--- config.mk ---
export PLATFORM = sky130hd
export DESIGN_NAME = iie_regfile
export DESIGN_NICKNAME = d
export VERILOG_FILES = /design/src/design/iie_pkg.sv /design/src/design/iie_regfile.sv
export SDC_FILE = /design/constraint.sdc
export NUM_CORES = 2
export LEC_CHECK = 0
export BUFFER_PORTS_ARGS = -buffer_cell sky130_fd_sc_hd__buf_2
export CAP_MARGIN = 0
export CORE_ASPECT_RATIO = 1.2
export CORE_UTILIZATION = 32
export CTS_BUF_LIST = sky130_fd_sc_hd__clkbuf_8
export DETAILED_ROUTE_END_ITERATION = 10
export SLEW_MARGIN = 20
export SYNTH_ARGS = -nofsm -noshare
export SYNTH_HDL_FRONTEND = slang
export SYNTH_SLANG_ARGS = --single-unit
--- constraint.sdc ---
create_clock -name clk -period 1.95 [get_ports clk]
set_input_delay 0.39 -clock clk [delete_from_list [all_inputs] [get_ports clk]]
set_output_delay 0.39 -clock clk [all_outputs]
set_load 0.005 [all_outputs]
--- src/design/iie_pkg.sv ---
`timescale 1ns / 1ps

package iie_pkg;

    localparam int OPCODE_W   = 5;
    localparam int WORD_W     = 64;
    localparam int REG_W      = 5;
    localparam int NUM_REGS   = 32;
    localparam int IMM_W      = 48;
    localparam int RS_LSB     = 53;
    localparam int RT_LSB     = 48;
    localparam int LUI_SHIFT  = 32;
    localparam int BRANCH_STEP = 8;

    localparam int MEM_BYTES  = 4096;
    localparam int LANES      = 8;
    localparam int LANE_W     = $clog2(LANES);
    localparam int ROWS       = MEM_BYTES / LANES;
    localparam int ROW_W      = $clog2(ROWS);
    localparam int ADDR_W     = $clog2(MEM_BYTES);
    localparam int SIZE_W     = 4;

    localparam logic [OPCODE_W-1:0] OP_ADDI  = 5'd0;
    localparam logic [OPCODE_W-1:0] OP_ADDIU = 5'd1;
    localparam logic [OPCODE_W-1:0] OP_LW    = 5'd2;
    localparam logic [OPCODE_W-1:0] OP_LH    = 5'd3;
    localparam logic [OPCODE_W-1:0] OP_LHU   = 5'd4;
    localparam logic [OPCODE_W-1:0] OP_LB    = 5'd5;
    localparam logic [OPCODE_W-1:0] OP_LBU   = 5'd6;
    localparam logic [OPCODE_W-1:0] OP_SW    = 5'd7;
    localparam logic [OPCODE_W-1:0] OP_SH    = 5'd8;
    localparam logic [OPCODE_W-1:0] OP_SB    = 5'd9;
    localparam logic [OPCODE_W-1:0] OP_LUI   = 5'd10;
    localparam logic [OPCODE_W-1:0] OP_ORI   = 5'd11;
    localparam logic [OPCODE_W-1:0] OP_ANDI  = 5'd12;
    localparam logic [OPCODE_W-1:0] OP_XORI  = 5'd13;
    localparam logic [OPCODE_W-1:0] OP_SLTI  = 5'd14;
    localparam logic [OPCODE_W-1:0] OP_SLTIU = 5'd15;
    localparam logic [OPCODE_W-1:0] OP_BEQ   = 5'd16;
    localparam logic [OPCODE_W-1:0] OP_BNE   = 5'd17;

    typedef logic [LANES-1:0][ROW_W-1:0] row_vec_t;
    typedef logic [LANES-1:0][7:0]       byte_vec_t;

    typedef struct packed {
        logic              wr;
        logic [WORD_W-1:0] val;
        logic              taken;
        logic [WORD_W-1:0] target;
        logic [WORD_W-1:0] ea;
    } alu_res_t;

    function automatic logic is_load(input logic [OPCODE_W-1:0] op);
        return (op == OP_LW) || (op == OP_LH) || (op == OP_LHU) ||
               (op == OP_LB) || (op == OP_LBU);
    endfunction

    function automatic logic is_store(input logic [OPCODE_W-1:0] op);
        return (op == OP_SW) || (op == OP_SH) || (op == OP_SB);
    endfunction

    function automatic logic [SIZE_W-1:0] access_bytes(input logic [OPCODE_W-1:0] op);
        logic [SIZE_W-1:0] n;
        case (op)
            OP_LW, OP_SW:          n = 4'd8;
            OP_LH, OP_LHU, OP_SH:  n = 4'd4;
            OP_LB, OP_LBU, OP_SB:  n = 4'd1;
            default:               n = 4'd0;
        endcase
        return n;
    endfunction

    function automatic logic [WORD_W-1:0] load_extend(input logic [OPCODE_W-1:0] op,
                                                      input logic [WORD_W-1:0]   raw);
        logic [WORD_W-1:0] v;
        case (op)
            OP_LW:   v = raw;
            OP_LH:   v = {{32{raw[31]}}, raw[31:0]};
            OP_LHU:  v = {32'd0, raw[31:0]};
            OP_LB:   v = {{56{raw[7]}}, raw[7:0]};
            OP_LBU:  v = {56'd0, raw[7:0]};
            default: v = raw;
        endcase
        return v;
    endfunction

endpackage

--- src/design/iie_regfile.sv ---
`timescale 1ns / 1ps

module iie_regfile import iie_pkg::*;
(
    input  logic              clk,
    input  logic              rst_n,
    input  logic              rd_en,
    input  logic [REG_W-1:0]  rd_addr_a,
    input  logic [REG_W-1:0]  rd_addr_b,
    output logic [WORD_W-1:0] rd_data_a,
    output logic [WORD_W-1:0] rd_data_b,
    input  logic              wr_en,
    input  logic [REG_W-1:0]  wr_addr,
    input  logic [WORD_W-1:0] wr_data
);

    logic [WORD_W-1:0]   ram_reg [NUM_REGS];
    logic [NUM_REGS-1:0] vld_reg;
    logic [WORD_W-1:0]   q_a_reg;
    logic [WORD_W-1:0]   q_b_reg;
    logic                qv_a_reg;
    logic                qv_b_reg;

    // entries not yet written read as zero
    always_ff @(posedge clk or negedge rst_n)
    begin
        if (!rst_n)
        begin
            vld_reg  <= '0;
            qv_a_reg <= 1'b0;
            qv_b_reg <= 1'b0;
        end
        else
        begin
            if (wr_en)
            begin
                vld_reg[wr_addr] <= 1'b1;
            end
            if (rd_en)
            begin
                qv_a_reg <= vld_reg[rd_addr_a];
                qv_b_reg <= vld_reg[rd_addr_b];
            end
        end
    end

    always_ff @(posedge clk)
    begin
        if (wr_en)
        begin
            ram_reg[wr_addr] <= wr_data;
        end
        if (rd_en)
        begin
            q_a_reg <= ram_reg[rd_addr_a];
            q_b_reg <= ram_reg[rd_addr_b];
        end
    end

    assign rd_data_a = qv_a_reg ? q_a_reg : '0;
    assign rd_data_b = qv_b_reg ? q_b_reg : '0;

endmodule

* After elaboration in Yosys (flattened, before gate mapping)
Memories as Yosys holds them, arrays and structs flattened. A register that Yosys moved wholly into a read port is not among the register bits. Index checks and enable logic that the tools add are counted.
Storage, ports and cells: memory bits (read-only) 0, word-level logic and storage cells 20, bits of input ports 83, register bits 34, output and inout port bits 128, memories kept 1, RAM bits 2048, latch bits 0
Memory list:
- ram_reg | words 32, bits a word 64, rd ports 2, clocked after memory_dff 2, wr ports 1, line iie_regfile.sv:17 | logic [WORD_W-1:0] ram_reg [NUM_REGS];
Cells by class: multiply operators 0, bitwise logic cells 1, mux-type cells 10, shift-type cells 0, add/subtract/negate cells 0, reductions and logical operators 1, divide/modulo/power cells 0, $lt $le $gt $ge 4, eq/ne operators 0
Operator list (count):
- two-way mux 64 bit | 2
- OR 32 bit | 1
- < comparator 5 x 6 -> 1 bit (second input constant) | 3
- binary-select mux 1 bit (select 5 bit) | 2
- demux 1 bit (select 5 bit) | 1
- >= comparator 5 x 1 -> 1 bit (second input constant) | 1
- two-way mux 1 bit | 5
- logical AND 1 bit | 1

* Logic depth before layout (Yosys ltp)
depth after elaboration 5, mapped depth 8, gate-level depth less buffers 4

* Worst setup path after synthesis
No wires, ideal clock.
path kind in2reg, from input wr_addr[0], to memory ram_reg[12][0], enable pin, stages on the path 3, setup slack -2.281 ns, required time 1.463 ns, setup time 0.487 ns, arrival time 3.744 ns, path buffers 1, cell sequence or3b_2 > clkbuf_1 > nor2_1
RTL lines:
- start, declared | line iie_regfile.sv:13 | input logic [REG_W-1:0] wr_addr,
- end, declared | line iie_regfile.sv:17
No word-level cell before the write port.

* Worst setup path in the final report
from register qv_a_reg, to output rd_data_a[5]
On the way: cells in the longest elaborated chain, start to end 1
RTL lines:
- start, declared | line iie_regfile.sv:21 | logic qv_a_reg;
- start signal, assigned | line iie_regfile.sv:41 | qv_a_reg <= vld_reg[rd_addr_a];
- two-way mux 64 bit | line iie_regfile.sv:60 | assign rd_data_a = qv_a_reg ? q_a_reg : '0;
- end, declared | line iie_regfile.sv:10 | output logic [WORD_W-1:0] rd_data_a,
No other way between the ends.

==> summary.md <==
| Metric | Value |
|---|---|
| Max FFs per register | `between 2,000 and 2,500` |
| DP Worst Slack | `-824 ps` |
| P_sw | `approximately 25 mW` |
| RSZ-0062 raised after global routing | `true` |
| Clk Latency, worst-skew pair | `1000 ps` |
| Clk root buf | `clkbuf_8` |
| Mapped Cells | `4,362` |
| Cell Count, Final, Fillers Out | `9,668` |
| Ports | `around 210` |
| Initial Utilization | `32.2%` |
| GRT Max-Usage Layer | `met2` |
| YS warnings | `0` |
| GRT overflow | `0` |
| Synthesized net count | `4,445` |
| Grt met1 use | `around a quarter` |
| Synthesis-to-layout area growth | `22.6%` |
| Clock power share | `38.2%` |
| PortBufs | `210` |
| Layout cells sized above 1 | `51.4%` |
| DRT iter0 DRCs | `6,332` |
| Int Power | `between 70 and 80 mW` |
| Remaining DRCs | `0` |
| Slowest Stage Delay on Critical Path | `500 ps` |
| PD cells | `853 nW/µm²` |
| H-Tree Depth | `5` |
| Clk slew on worst S/H paths | `approximately 70 ps` |
| Seq/Total Area, Yosys | `66.2%` |
| Placed insts | `8,958` |
| Maximum buffer depth of the clock tree | `4` |
| Setup Viol. Count Final | `between 100 and 150` |
| DP HPWL | `209,000 µm` |
| Detail Route Antenna Nets | `0` |
| Slew @ Worst Pin | `782 ps` |
| Seq cells post-synth | `2,210` |
| Maximum fanout along the worst path | `8` |
| FMAX | `0.396 GHz` |
| Cells along the critical path | `buf_12 > buf_16 > and2_4 > buf_6` |
| Die width | `roughly 510 µm` |
| Fin crit share | `130%` |
| Critical setup path kind | `reg2out` |
| Core Box Area | `between 300,000 and 400,000 µm²` |
| Setup TNS | `-66,200 ps` |
| CTS tree | `done` |
| Relative slew slack | `a little under half` |
| Routed vias | `55,100` |
| Clock sink total | `2,210` |
| Max Slew Vio Count | `0` |
| Max-cap violation count | `0` |
| Mean post-synth cell area | `22.9 µm²` |
| Die H | `614 µm` |
| Std-Cell Rows | `~220` |
| CP startpoint kind | `flop` |
| Sequential Power Share | `51.5%` |
| Largest net degree at the start of global routing | `45` |
| CP Data Arrival Time | `2140 ps` |
| Post-DR wirelength/cell | `between 30 and 40 µm` |
| Final Util | `roughly two fifths` |
| Logic pwr share | `10.3%` |
| NumNets Final | `5,399` |
| Vias in the first global route | `58,100` |
| Hold crit path type | `in2reg` |
| Final setup slack of the worst path | `-576 ps` |
| Status | `finished, violations left` |
| Failing checks | `setup timing` |
| Reg2reg setup slack | `-30 ps` |
| Vias/cell | `5.70` |
| Worst Path Buf+Inv | `3` |
| Switching portion of total power | `24.0%` |
| First-pass GRT wire length | `approximately 450,000 µm` |
| Synthesized area | `approximately 100,000 µm²` |
| CP Capture Type | `primary output` |
| Die area | `315,000 µm²` |
| Placer Congestion | `approximately 0.82` |
| Initial antenna violation count | `between 40 and 50` |
| Period minus WS final | `2530 ps` |
| Worst path slowest cell | `dfrtp_4` |
| Final Hold Fails | `0` |
| Required time of the critical path | `1560 ps` |
| Total routed wirelength | `~320,000 µm` |
| Maximum VDD drop | `483 µV` |
| Detailed Routing Iterations Pass 1 | `5` |
| Layout Skew | `66.4 ps` |
| Total GRT Usage | `20.3%` |
| GR met3 Demand/Resource | `3.45%` |
| Synth unique cells | `34` |
| CTS Buf Count | `around 350` |
| M2 GR Usage | `34.6%` |
| CP top delay family | `flip-flops` |
| Leak Pwr | `39.9 nW` |
-- cell type report --
type	instances	area (µm²)
fillers	27400	188000
flip-flops and latches	2210	66200
multi-input cells	1814	32900
repair buffers	942	11600
well taps	4068	5090
clock buffers	351	4830
clock inverters	269	1990
diodes	13	32.5
inverters	1	3.75
-- worst min-delay path, stage by stage --
cell,delay (ps)
buf_6,110
buf_4,180
buf_4,130
a31o_2,130
-- cells by family (layout without fill, tap and decap cells) --
kind of cell	Yosys count	after routing	synth area share [%]
buf+inv	338	1563	1.52
mux	1466	1466	30.0
simple gates	242	242	1.42
other cells	0	13	0
compound gates	106	106	0.821
flops	2210	2210	66.2
-- path summary, 6_finish.rpt --
| path | cells past startpoint | endpoint | start |
|---|---|---|---|
| min in group asynchronous | 2 | vld_reg[17] | rst_n |
| setup reg to reg | 3 | q_b_reg[16] | ram_reg[27][16] |
| hold reg to reg | 1 | vld_reg[6] | vld_reg[6] |
| setup / recovery | 4 | rd_data_a[5] | qv_a_reg |
| max in group asynchronous | 2 | qv_b_reg | rst_n |
| hold / removal | 4 | q_a_reg[15] | rd_addr_a[4] |
-- per-stage QoR --
stage	hold slack (ps)	cell area, µm²	total power [mW]
after CTS	25.0	122000	105
after detailed placement	478	114000	65.0
after global placement	466	114000	64.8
after floorplan	94.4	100000	60.2
final	80.5	123000	105
after global routing	44.8	123000	108
-- layer usage --
metal / up-vias / routed length, µm
met5: - / 100
met4: 14 / 10900
li1: 21400 / -
met3: 559 / 24100
met2: 2883 / 163000
met1: 30200 / 127000
-- power groups by stage --
stage	combinational (mW)	sequential, mW	clock [mW]
2_1_floorplan	5.68	54.5	0
3_3_place_gp	9.96	54.9	0
3_5_place_dp	10.0	54.9	0
4_1_cts	10.7	53.9	40.7
5_1_grt	11.4	53.9	42.5
6_report	10.8	53.9	39.9
-- placed cells by master, fill, tap and decap left out, drive strengths merged, types with 3 or more instances in the layout --
cell	count
edfxtp	2176
mux4	1211
buf	873
clkbuf	353
clkinv	152
mux2	151
and2	129
mux2i	104
inv	78
dlygate4sd3	67
o22ai	42
or2	35
nor2	34
dfrtp	34
a221o	31
bufinv	28
nor2b	14
diode	13
clkinvlp	12
a211o	11
a21oi	8
nand2	8
a21o	6
nand2b	6
nand3b	5
a31o	3
or3b	3
nor3b	3
nand3	3
-- synthesized netlist by cell type (all sizes together) --
library cell | n | share of area [%]
buf | 174 | 0.90
o22ai | 42 | 0.26
nor2b | 14 | 0.088
clkbuf | 163 | 0.61
nand2b | 6 | 0.038
o32ai | 1 | 0.0088
a211o | 11 | 0.096
a2111oi | 1 | 0.0088
a21oi | 8 | 0.040
mux2 | 151 | 1.7
a211oi | 1 | 0.0075
dfrtp | 34 | 0.85
o21ai | 1 | 0.0050
or4 | 1 | 0.0075
a21o | 6 | 0.045
nand2 | 8 | 0.030
inv | 1 | 0.0038
nand3b | 5 | 0.038
mux2i | 104 | 1.0
nor3b | 3 | 0.023
mux4 | 1211 | 27
nand3 | 3 | 0.015
or3 | 1 | 0.0063
a31o | 3 | 0.026
nor2 | 34 | 0.13
a221o | 31 | 0.31
or3b | 3 | 0.026
or2 | 35 | 0.22
edfxtp | 2176 | 65
and2 | 129 | 0.81
a32o | 1 | 0.010
-- repair_timing --
item                                    CTS  global route
pin swaps                                 1             5
resized for setup                       104            86
endpoints found under the hold margin  2140             0
setup endpoints to repair               144           172
setup buffers                             4             1
hold buffers                             67             0
gates cloned                              3             2
No activity file was read; power rests on OpenSTA's default activity.
